File: src/rtl/core/six_step_fft_assert.svh
// Assertion macros for the six-step FFT RTL (used by the datapath).
// No dependencies; included by modules that assert.
`ifndef SIX_STEP_FFT_ASSERT_SVH
`define SIX_STEP_FFT_ASSERT_SVH

// Implication checked every clock, off while in reset.
`define SSF_ASSERT_IMPL(lbl, clk, rstn, ante, cons) \
    lbl: assert property (@(posedge clk) disable iff (!rstn) (ante) |-> (cons)) \
        else $error("assertion failed");

// Next-cycle implication.
`define SSF_ASSERT_NEXT(lbl, clk, rstn, ante, cons) \
    lbl: assert property (@(posedge clk) disable iff (!rstn) (ante) |=> (cons)) \
        else $error("assertion failed");

`endif

File: src/rtl/core/ssfft_pkg.sv
// Package for the six-step FFT: sizes, twiddle ROM, command/state types.
// No dependencies.
package ssfft_pkg;
    localparam int POINTS = 64;
    localparam int SIDE = 8;
    localparam int AW = $clog2(POINTS);
    localparam int SW = $clog2(SIDE);
    localparam int QUARTER = POINTS / 4;
    localparam int DW = 24;

    typedef enum logic [2:0] {
        ST_LOAD, ST_TR1, ST_FFT1, ST_TR2, ST_TWID, ST_FFT2, ST_TR3, ST_EMIT
    } ssf_state_t;

    // One datapath operation: read pa/pb, compute, write back.
    typedef enum logic [1:0] {
        OP_SWAP, OP_BFLY, OP_MUL
    } ssf_op_t;

    typedef struct packed {
        logic          go;
        ssf_op_t       op;
        logic [AW-1:0] pa;
        logic [AW-1:0] pb;
        logic [AW-1:0] tw;
    } ssf_cmd_t;

    // Quarter-wave sine, Q1.15, +1 held as 32767.
    function automatic logic [15:0] qsine(input logic [$clog2(QUARTER+1)-1:0] k);
        logic [15:0] v;
        case (k)
            5'd0: v = 16'd0;      5'd1: v = 16'd3212;   5'd2: v = 16'd6393;
            5'd3: v = 16'd9512;   5'd4: v = 16'd12540;  5'd5: v = 16'd15447;
            5'd6: v = 16'd18205;  5'd7: v = 16'd20788;  5'd8: v = 16'd23170;
            5'd9: v = 16'd25330;  5'd10: v = 16'd27246; 5'd11: v = 16'd28899;
            5'd12: v = 16'd30274; 5'd13: v = 16'd31357; 5'd14: v = 16'd32138;
            5'd15: v = 16'd32610; default: v = 16'd32767;
        endcase
        return v;
    endfunction

    // Bit reversal of an index within a row.
    function automatic logic [SW-1:0] brev(input logic [SW-1:0] x);
        logic [SW-1:0] r;
        for (int i = 0; i < SW; i++) r[i] = x[SW-1-i];
        return r;
    endfunction
endpackage

File: src/rtl/core/ssfft_ctrl.sv
// Sequencer of the six-step FFT: load, transposes, row FFTs, twiddle, emit.
// Depends on ssfft_pkg.
module ssfft_ctrl import ssfft_pkg::*; (
    input  logic          aclk,
    input  logic          aresetn,
    input  logic          in_fire,
    input  logic          out_fire,
    input  logic          dp_busy,
    output logic          load_en,
    output logic          load_ready,
    output logic [AW-1:0] load_addr,
    output ssf_cmd_t      cmd,
    output logic          emit_en,
    output logic [AW-1:0] emit_addr
);
    ssf_state_t state_reg, state_next;
    logic [AW-1:0] cnt_reg, cnt_next;   // load count / emit index
    logic [SW-1:0] a_reg, b_reg;        // transpose / row pointers
    logic [SW-1:0] row_reg;
    logic [SW-1:0] s_reg;               // stage, one-hot half length
    logic [SW-1:0] g_reg, k_reg;
    logic          phase_reg;           // 0 bit reverse, 1 butterflies
    logic          last_op;
    logic [SW-1:0] half;
    logic [SW-1:0] tw_k;                // k * SIDE / len

    assign half = s_reg;

    // Scale k by SIDE/len: shift by the distance of the stage bit from the top.
    always_comb begin
        tw_k = '0;
        for (int i = 0; i < SW; i++)
            if (s_reg[i]) tw_k = k_reg << (SW - 1 - i);
    end

    always_comb begin
        state_next = state_reg;
        unique case (state_reg)
            ST_LOAD: if (in_fire && cnt_reg == AW'(POINTS-1)) state_next = ST_TR1;
            ST_TR1:  if (!dp_busy && last_op) state_next = ST_FFT1;
            ST_FFT1: if (!dp_busy && last_op) state_next = ST_TR2;
            ST_TR2:  if (!dp_busy && last_op) state_next = ST_TWID;
            ST_TWID: if (!dp_busy && last_op) state_next = ST_FFT2;
            ST_FFT2: if (!dp_busy && last_op) state_next = ST_TR3;
            ST_TR3:  if (!dp_busy && last_op) state_next = ST_EMIT;
            ST_EMIT: if (out_fire && cnt_reg == AW'(POINTS-1)) state_next = ST_LOAD;
            default: state_next = ST_LOAD;
        endcase
    end

    // Last operation of the current sweep.
    always_comb begin
        unique case (state_reg)
            ST_TR1, ST_TR2, ST_TR3:
                last_op = (a_reg == SW'(SIDE-2)) && (b_reg == SW'(SIDE-1));
            ST_TWID: last_op = (a_reg == SW'(SIDE-1)) && (b_reg == SW'(SIDE-1));
            ST_FFT1, ST_FFT2:
                last_op = phase_reg && row_reg == SW'(SIDE-1) && s_reg[SW-1]
                          && k_reg == SW'(SIDE/2-1);
            default: last_op = 1'b0;
        endcase
    end

    always_comb begin
        cmd = '0;
        load_en = (state_reg == ST_LOAD) && in_fire;
        load_ready = (state_reg == ST_LOAD);
        load_addr = cnt_reg;
        // Hold off the emit until the last transpose swap has been written.
        emit_en = (state_reg == ST_EMIT) && !dp_busy;
        emit_addr = cnt_reg;
        unique case (state_reg)
            ST_TR1, ST_TR2, ST_TR3: begin
                cmd.go = !dp_busy;
                cmd.op = OP_SWAP;
                cmd.pa = {a_reg, b_reg};
                cmd.pb = {b_reg, a_reg};
            end
            ST_TWID: begin
                cmd.go = !dp_busy;
                cmd.op = OP_MUL;
                cmd.pa = {a_reg, b_reg};
                cmd.pb = {a_reg, b_reg};
                cmd.tw = AW'(a_reg) * AW'(b_reg);
            end
            ST_FFT1, ST_FFT2: begin
                cmd.go = !dp_busy && (phase_reg || (b_reg < brev(b_reg)));
                cmd.op = phase_reg ? OP_BFLY : OP_SWAP;
                if (phase_reg) begin
                    cmd.pa = {row_reg, g_reg + k_reg};
                    cmd.pb = {row_reg, g_reg + k_reg + half};
                    // twiddle index k * (SIDE/len) * SIDE
                    cmd.tw = {tw_k, SW'(0)};
                end else begin
                    cmd.pa = {row_reg, b_reg};
                    cmd.pb = {row_reg, brev(b_reg)};
                end
            end
            default: ;
        endcase
    end

    always_comb begin
        cnt_next = cnt_reg;
        if ((state_reg == ST_LOAD && in_fire) || (state_reg == ST_EMIT && out_fire))
            cnt_next = cnt_reg + AW'(1);
    end

    always_ff @(posedge aclk) begin
        if (!aresetn) begin
            state_reg <= ST_LOAD;
            cnt_reg <= '0;
            a_reg <= '0; b_reg <= '0; row_reg <= '0;
            s_reg <= SW'(1); g_reg <= '0; k_reg <= '0; phase_reg <= 1'b0;
        end else begin
            state_reg <= state_next;
            cnt_reg <= cnt_next;
            if (state_next != state_reg) begin
                a_reg <= '0;
                b_reg <= (state_next == ST_TWID || state_next == ST_FFT1
                          || state_next == ST_FFT2) ? SW'(0) : SW'(1);
                row_reg <= '0; s_reg <= SW'(1); g_reg <= '0; k_reg <= '0;
                phase_reg <= 1'b0;
            end else if (!dp_busy) begin
                unique case (state_reg)
                    ST_TR1, ST_TR2, ST_TR3: begin
                        if (b_reg == SW'(SIDE-1)) begin
                            a_reg <= a_reg + SW'(1);
                            b_reg <= a_reg + SW'(2);
                        end else b_reg <= b_reg + SW'(1);
                    end
                    ST_TWID: begin
                        b_reg <= b_reg + SW'(1);
                        if (b_reg == SW'(SIDE-1)) a_reg <= a_reg + SW'(1);
                    end
                    ST_FFT1, ST_FFT2: begin
                        if (!phase_reg) begin
                            b_reg <= b_reg + SW'(1);
                            if (b_reg == SW'(SIDE-1)) phase_reg <= 1'b1;
                        end else if (k_reg == half - SW'(1)) begin
                            k_reg <= '0;
                            if ({1'b0, g_reg} + {1'b0, half, 1'b0} >= (SW+1)'(SIDE)) begin
                                g_reg <= '0;
                                if (s_reg[SW-1]) begin
                                    s_reg <= SW'(1);
                                    phase_reg <= 1'b0;
                                    b_reg <= '0;
                                    row_reg <= row_reg + SW'(1);
                                end else s_reg <= s_reg << 1;
                            end else g_reg <= g_reg + (half << 1);
                        end else k_reg <= k_reg + SW'(1);
                    end
                    default: ;
                endcase
            end
        end
    end
endmodule

File: config.mk
export PLATFORM = sky130hd
export DESIGN_NAME = ssfft_ctrl
export DESIGN_NICKNAME = d
export VERILOG_FILES = /design/src/rtl/core/six_step_fft_assert.svh /design/src/rtl/core/ssfft_pkg.sv /design/src/rtl/core/ssfft_ctrl.sv
export SDC_FILE = /design/constraint.sdc
export NUM_CORES = 1
export LEC_CHECK = 0
export CAP_MARGIN = 10
export CELL_PAD_IN_SITES_DETAIL_PLACEMENT = 2
export CELL_PAD_IN_SITES_GLOBAL_PLACEMENT = 2
export CORE_UTILIZATION = 41
export DETAILED_ROUTE_END_ITERATION = 10
export DONT_BUFFER_PORTS = 1
export GPL_TIMING_DRIVEN = 0
export PLACE_DENSITY_LB_ADDON = 0.15
export SLEW_MARGIN = 40
export SYNTH_ARGS = -nofsm -noshare
export SYNTH_HDL_FRONTEND = slang
export SYNTH_SLANG_ARGS = --single-unit
File: constraint.sdc
create_clock -name aclk -period 3.9 [get_ports aclk]
set_clock_uncertainty 0.2 [all_clocks]
set_input_delay 0.39 -clock aclk [delete_from_list [all_inputs] [get_ports aclk]]
set_output_delay 0.39 -clock aclk [all_outputs]
set_load 0.01 [all_outputs]
== Word-level counts from Yosys, hierarchy flattened ==
Index checks and enable logic that the tools add are counted.
Operators by class
  $add $sub $neg: 11
  multipliers: 1
  order comparisons: 2
  equal/unequal tests: 22
  mux-type cells: 35
  bitwise logic cells: 2
  reduce and logical (&&, ||, !) cells: 30
Operators with widths (count)
  $mux 3: 21
  $pmux 15 s3: 1
  $eq 3x3->1 const B: 10
  $pmux 3 s8: 1
  $add 3x1->3 const B: 4
  $eq 3x2->1 const B: 4
  $logic_and 1x1->1: 12
  $ne 4x4->1 const B: 3
  $pmux 6 s2: 1
  $reduce_and 5->1: 2
  $add 3x3->3: 3
  $mux 9: 1
  $pmux 3 s3: 1
  $mux 1: 7
  $add 6x1->6 const B: 1
  $eq 6x6->1 const B: 1
  $mul 3x3->6: 1
  $mux 6: 1
  $reduce_and 3->1: 2
  $reduce_and 6->1: 1
  $add 3x4->5: 1
  $ge 5x4->1 const B: 1
  $logic_or 1x1->1: 4
  $reduce_and 4->1: 1
  16 further kinds: 18
Word-level totals
  bits in registers: 28
  input port bits: 5
  output and inout port bits: 36

== Logic depth before layout (Yosys ltp) ==
Gate-level depths: netlist of run 1.
  depth in word-level cells: 13
  gate-level depth with buffers: 12

== Least setup slack after synthesis of run 1 ==
Ideal clock, no wire load.
  path kind: flip-flop to output port
  from: register a_reg[1]
  to: output cmd[4] (netlist name)
  arrival time: 2.137 ns
  required time: 3.310 ns
  slack: 1.173 ns
  stages on the path, launching flop included: 9
  path buffers: 1
  cells stage by stage: dfxtp_1 clkbuf_1 nand2_1 fa_1 inv_1 ha_1 fa_1 xnor2_1 o22ai_1
RTL lines
  start, declared: line ssfft_ctrl.sv:18  | logic [SW-1:0] a_reg, b_reg;
  start signal, assigned: line ssfft_ctrl.sv:128  | a_reg <= a_reg + SW'(1);
  start signal, assigned: line ssfft_ctrl.sv:134  | if (b_reg == SW'(SIDE-1)) a_reg <= a_reg + SW'(1);
  end, declared: line ssfft_ctrl.sv:12  | output ssf_cmd_t cmd,

==> flow_summary.yaml, run 1 <==
synthesis:
  avgSynthCellArea_um2: 8.30
  synth_edf_count: 0
  synth_seq_cells: 27
  netlist_area_um2: 2360
  yosysTopAreaCellShare_pct: 22.9
  synth.largest_area_cell: "dfxtp_1"
  syn_inst: 284
  synthTopCellsByArea: "dfxtp_1 (23%), ha_1 (11%), mux2i_1 (5.1%)"
  synth_flop_cell: "dfxtp_1"
  syn-num-nets: 313
  async_reset_ff_share_pct: 0
  synth_commonest_cells: "nand2_1 (29), nor2_1 (29), dfxtp_1 (27)"
  seq_area_frac_synth_pct: 22.9
  ys_types: 61
  ys_warn_count: 0
min_path:
  hp-class: "in2reg"
floorplan:
  fp.dieH_um: 77.8
  rows: 27
  dieWidth_um: 77.8
  die_area_um2: 6050
  ios: 41
  core_region_area_um2: 5510
  initial_core_util_pct: 42.8
sta:
  setup_tns_ns: 0
  finalSetupViolations: 0
  fin_crit_sh_pct: 86.0
  slew_viol_final: 0
  relSlewSlack_pct: 49.7
  rsz0062_at_grt: "no"
  fin_ws_ns: 0.546
  fmax_ghz: 0.298
  min_period_ns: 3.35
  tightestPinTransition_ns: 0.746
  final_hold_viol_count: 0
critical_path:
  cp.required_ns: 3.31
  critPathKind: "reg2out"
  startpoint_type: "flop"
  critPathMaxStageDelay_ns: 0.52
  path_max_fanout: 10
  slowest_stage: "fa_1"
  worstPathArrival_ns: 2.76
  critPathMostFrequentCell: "fa_1"
  crit_family: "adder cells"
  reg2reg_setup_slack_ns: 0.86
  end_kind: "output pin"
  cp_cell_sequence: "clkbuf_1 > nand2_1 > fa_1 > inv_1 > ha_1 > fa_1 > xnor2_1 > o22ai_1"
  path_buf_inv: 2
route:
  drt-pass1-iter-count: 4
  ant_nets: 0
  routed_wl_um: 7010
  drc: 0
  initialDrtViolationCount: 64
  vias: 2082
  vias_per_cell: 5.78
  wl_per_cell_um: 19.5
final_layout:
  final_util_pct: 45.2
  layout.nets: 318
  stdcell_count: 360
  largest_reg_flops: 6
  layout-drive-gt1-share_pct: 12.2
  antennaDiodeCount: 0
  syn_to_final_growth_pct: 5.74
place:
  port_buffers: 0
  place_ws_ns: 0.852
  gp_congestion: 0.760
  place_inst: 356
  hpwl_um: 5430
global_route:
  gr-total-overflow: 0
  grt_use_total_pct: 25.3
  antenna_found_initial: 0
  grt_pass1_vias: 2250
  grt_pass1_wl_um: 11900
  grt_max_degree: 15
outcome:
  status: "completed"
clock_tree:
  clock_path_buffers: 2
  cts-buffers-inserted: 3
  cts_sinks: 27
  cts.repair.resized: 0
  htreeDepth: 1
  cts_tree: "built"
  cts_root_buf: "clkbuf_8"
  postCtsSetupRepairBufs: 0
  insertion_delay_ns: 0.28
  clk_pin_slew_ns: 0.10
  hold_buffers: 0
pwr:
  power_leakage_nw: 1.06
  peakVddDrop_mv: 0.146
  powerDensity_nw_per_um2: 190
run:
  cap_viol_max_count: 0
worst register-to-register path: cells and delay by family (launching register included):
kind,cells,cell delay (ns)
AO/OA/AOI/OAI,2,0.54
AND/OR/NAND/NOR,6,0.81
flip-flops,1,0.50
adder cells (fa/ha/maj),1,0.30
buffers and inverters,3,0.59
stage by stage:
| step | instance area (µm²) | power, W | hold slack [ns] |
|---|---|---|---|
| finish | 2490 | 0.000473 | 0.109 |
| global route | 2490 | 0.000492 | 0.106 |
| CTS | 2490 | 0.000478 | 0.0994 |
| detailed placement | 2450 | 0.000309 | 0.326 |
| global placement | 2450 | 0.000309 | 0.312 |
| floorplan | 2360 | 0.000304 | 0.271 |
cell families (layout without fill, tap and decap cells):
logic type	after synthesis	in the layout	synth area share [%]
buffers and inverters	35	39	8.02
AND/OR/NAND/NOR	111	111	25.0
multiplexers	12	12	5.10
AO/OA/AOI/OAI	57	57	17.3
flip-flops	27	27	22.9
XOR/XNOR	18	18	7.59
adder cells (fa/ha/maj)	24	24	14.0
layout by cell type, fill, tap and decap left out, types with 6 or more instances in the layout:
cell type,instances
nor2_1,29
nand2_1,29
dfxtp_1,27
ha_1,20
inv_1,14
o21ai_0,14
and2_1,14
mux2i_1,12
xnor2_1,11
a21oi_1,9
buf_4,8
nor3_1,8
a22oi_1,6
routing by layer:
| metal | share of wire [%] | track usage [%] | wire [µm] | up-vias |
|---|---|---|---|---|
| met3 | 2.2 | 2.24 | 154 | 9 |
| met1 | 48 | 33.9 | 3390 | 1057 |
| met2 | 48 | 43.5 | 3380 | 30 |
| met5 | 0 | 0 | 0 | - |
| li1 | - | - | - | 986 |
| met4 | 1.3 | 6.42 | 92 | 0 |
layout make-up:
| cell class | instances | area (µm²) |
|---|---|---|
| multi-input cells | 222 | 1630 |
| well taps | 72 | 90.1 |
| fillers | 649 | 3020 |
| clock buffers | 4 | 45.0 |
| flip-flops and latches | 27 | 541 |
| inverters | 16 | 60.1 |
| plain buffers | 19 | 129 |
power by group:
group	switching, W	internal [W]
Sequential	0.00000449	0.000278
Combinational	0.0000112	0.00000900
Clock	0.0000970	0.0000736
path summary, 6_finish.rpt:
path | start | endpoint | depth (start not counted)
max | a_reg[1] | cmd[4] | 8
min reg2reg | row_reg[2] | row_reg[2] | 2
min | aresetn | b_reg[0] | 2
max reg2reg | state_reg[0] | half[2] | 12
No activity file was read; power rests on OpenSTA's default activity.
==> run 2: changes to the inputs <==
ABC_AREA = 1   (was not set)
CORE_UTILIZATION = 39   (was 41)
HOLD_SLACK_MARGIN = 0.15   (was not set)
PLACE_DENSITY_LB_ADDON = 0.1   (was 0.15)
==> run 2 against run 1 <==
Compared with the run above:
- first-iteration DRC count fell by 27%
- critical path depth unchanged
- sequential share of layout area decreased by 1.6 points
- worst setup slack improved by 0.067 ns
- utilization is 2.7 points lower
- largest power group unchanged
- non-clock buffer count fell by 4
==> flow_summary.yaml, run 2 <==
route:
  routed_wl_um: 7600
  vias: 2336
  initialDrtViolationCount: 47
  vias_per_cell: 5.33
  wl_per_cell_um: 17.4
  ant_nets: 0
  drt-pass1-iter-count: 4
  drc: 0
synthesis:
  ys_types: 41
  async_reset_ff_share_pct: 0
  synth_seq_cells: 27
  synth-adder-area-share_pct: 13.0
  avgSynthCellArea_um2: 7.12
  syn_inst: 357
  synth_commonest_cells: "nand2_1 (67), inv_1 (48), nor2_1 (29)"
  netlist_area_um2: 2540
  synth_top_family_by_area: "simple AND/OR/NAND/NOR gates"
  synth_compound_area_share_pct: 13.4
  synth_xor_area_share_pct: 3.10
  synth.largest_area_cell: "dfxtp_1"
  ys_warn_count: 0
  synthTopCellsByArea: "dfxtp_1 (21%), nand2_1 (9.9%), ha_1 (9.8%)"
  yosysTopAreaCellShare_pct: 21.3
  yosys.area_share.simple_pct: 36.1
  synth_edf_count: 0
  synthMuxAreaShare_pct: 0.394
  yosys.cell_count.top_type: "nand2_1"
  seq_area_frac_synth_pct: 21.3
  syn-num-nets: 386
  synth_flop_cell: "dfxtp_1"
pwr:
  powerDensity_nw_per_um2: 183
  peakVddDrop_mv: 0.133
  power_leakage_nw: 1.27
min_path:
  hp-class: "in2reg"
  hold_depth: 5
place:
  port_buffers: 0
  hpwl_um: 6110
  gp_congestion: 0.765
  placed_area_um2: 2640
sta:
  final_hold_viol_count: 0
  fmax_ghz: 0.304
  relSlewSlack_pct: 60.1
  whs_ns: 0.211
  slew_viol_final: 0
  setup_tns_ns: 0
  fin_crit_sh_pct: 84.3
  min_period_ns: 3.29
  tightestPinTransition_ns: 0.594
  rsz0062_at_grt: "no"
  finalSetupViolations: 0
final_layout:
  largest_reg_flops: 6
  final_util_pct: 42.6
  syn_to_final_growth_pct: 5.76
  final_common_cell: "nand2_1"
  layout.nets: 391
  antennaDiodeCount: 0
  layout-drive-gt1-share_pct: 16.1
  layout_common_cells: "nand2_1 (67), inv_1 (48), nor2_1 (29)"
  design_area_um2: 2690
floorplan:
  die_area_um2: 6850
  dieWidth_um: 82.7
  fp.dieH_um: 82.7
  initial_core_util_pct: 40.3
  ios: 41
  core_region_area_um2: 6310
  rows: 29
clock_tree:
  cts.repair.resized: 0
  insertion_delay_ns: 0.29
  postCtsSetupRepairBufs: 0
  cts_sinks: 27
  htreeDepth: 1
  clk_pin_slew_ns: 0.11
  cts_tree: "built"
  cts_root_buf: "clkbuf_8"
  clock_path_buffers: 2
  cts-buffers-inserted: 3
  hold_buffers: 0
global_route:
  grt_max_degree: 18
  gr-total-overflow: 0
  antenna_found_initial: 0
  grt_pass1_vias: 2374
  grt_use_total_pct: 23.4
  grt_pass1_wl_um: 12000
critical_path:
  startpoint_type: "flop"
  end_kind: "output pin"
  cp_cell_sequence: "nand2_1 > fa_1 > inv_1 > ha_1 > fa_1 > nand2_1 > inv_1 > o32ai_1"
  slowest_stage: "fa_1"
  worstPathArrival_ns: 2.70
  rr_worst_depth: 15
  critPathMaxStageDelay_ns: 0.55
  cp.required_ns: 3.31
  path_max_fanout: 7
  critPathKind: "reg2out"
outcome:
  status: "completed"
run:
  cap_viol_max_count: 0
run 2: cell count changes after synthesis, moves of 6 or more:
cell / previous run / this run
a21oi_1: 9 / 23
and2_1: 14 / 0
inv_1: 14 / 48
mux2i_1: 12 / 1
nand2_1: 29 / 67
nand2_4: 0 / 6
nand3_1: 2 / 20
nor2_4: 0 / 12
o21ai_0: 14 / 22
xnor2_1: 11 / 5
run 2: logic make-up after synthesis:
logic type               count (synthesis)
flip-flops                              27
AND/OR/NAND/NOR                        167
XOR/XNOR                                 9
AO/OA/AOI/OAI                           60
adder cells (fa/ha/maj)                 24
buffers and inverters                   69
multiplexers                             1
run 2: through the flow:
| stage | setup slack (ns) | total power, W | std cells |
|---|---|---|---|
| 2_1_floorplan | 1.15 | 0.000308 | 357 |
| 3_3_place_gp | 0.937 | 0.000313 | 434 |
| 3_5_place_dp | 0.882 | 0.000314 | 434 |
| 4_1_cts | 0.553 | 0.000498 | 438 |
| 5_1_grt | 0.358 | 0.000512 | 438 |
| 6_report | 0.612 | 0.000492 | 438 |
run 2: worst paths after layout:
path                            slack (ns)          from        to
worst max-delay path                  0.61      a_reg[0]    cmd[4]
worst min-delay path                  0.21       dp_busy  k_reg[1]
worst max register to register        0.88  state_reg[1]  b_reg[2]
worst min register to register        0.32      g_reg[1]  g_reg[1]
run 2: report_power, final:
group	switching, W	internal [W]
Sequential	0.00000400	0.000278
Combinational	0.0000178	0.00000855
Clock	0.000108	0.0000754
Total	0.000130	0.000362
run 2: routing by layer:
metal / global-route usage (%) / vias to the layer above / wire, µm
li1: - / 1163 / -
met1: 30.0 / 1133 / 3480
met2: 41.9 / 36 / 3870
met3: 3.08 / 4 / 189
met4: 3.79 / 0 / 59
met5: 0 / - / 0
run 2: final cells by class:
cell class              instances  area [µm²]
clock inverters                 1        8.76
flip-flops and latches         27         541
fillers                       789        3620
inverters                      54         203
plain buffers                  15         120
clock buffers                   3        41.3
well taps                      77        96.3
multi-input cells             261        1680
run 2: worst max-delay path: cells and delay by family (launching register included):
family,cells,cell delay (ns)
buf+inv,2,0.08
fa+ha+maj,3,1.17
simple gates,2,0.21
compound gates,1,0.43
flops,1,0.52
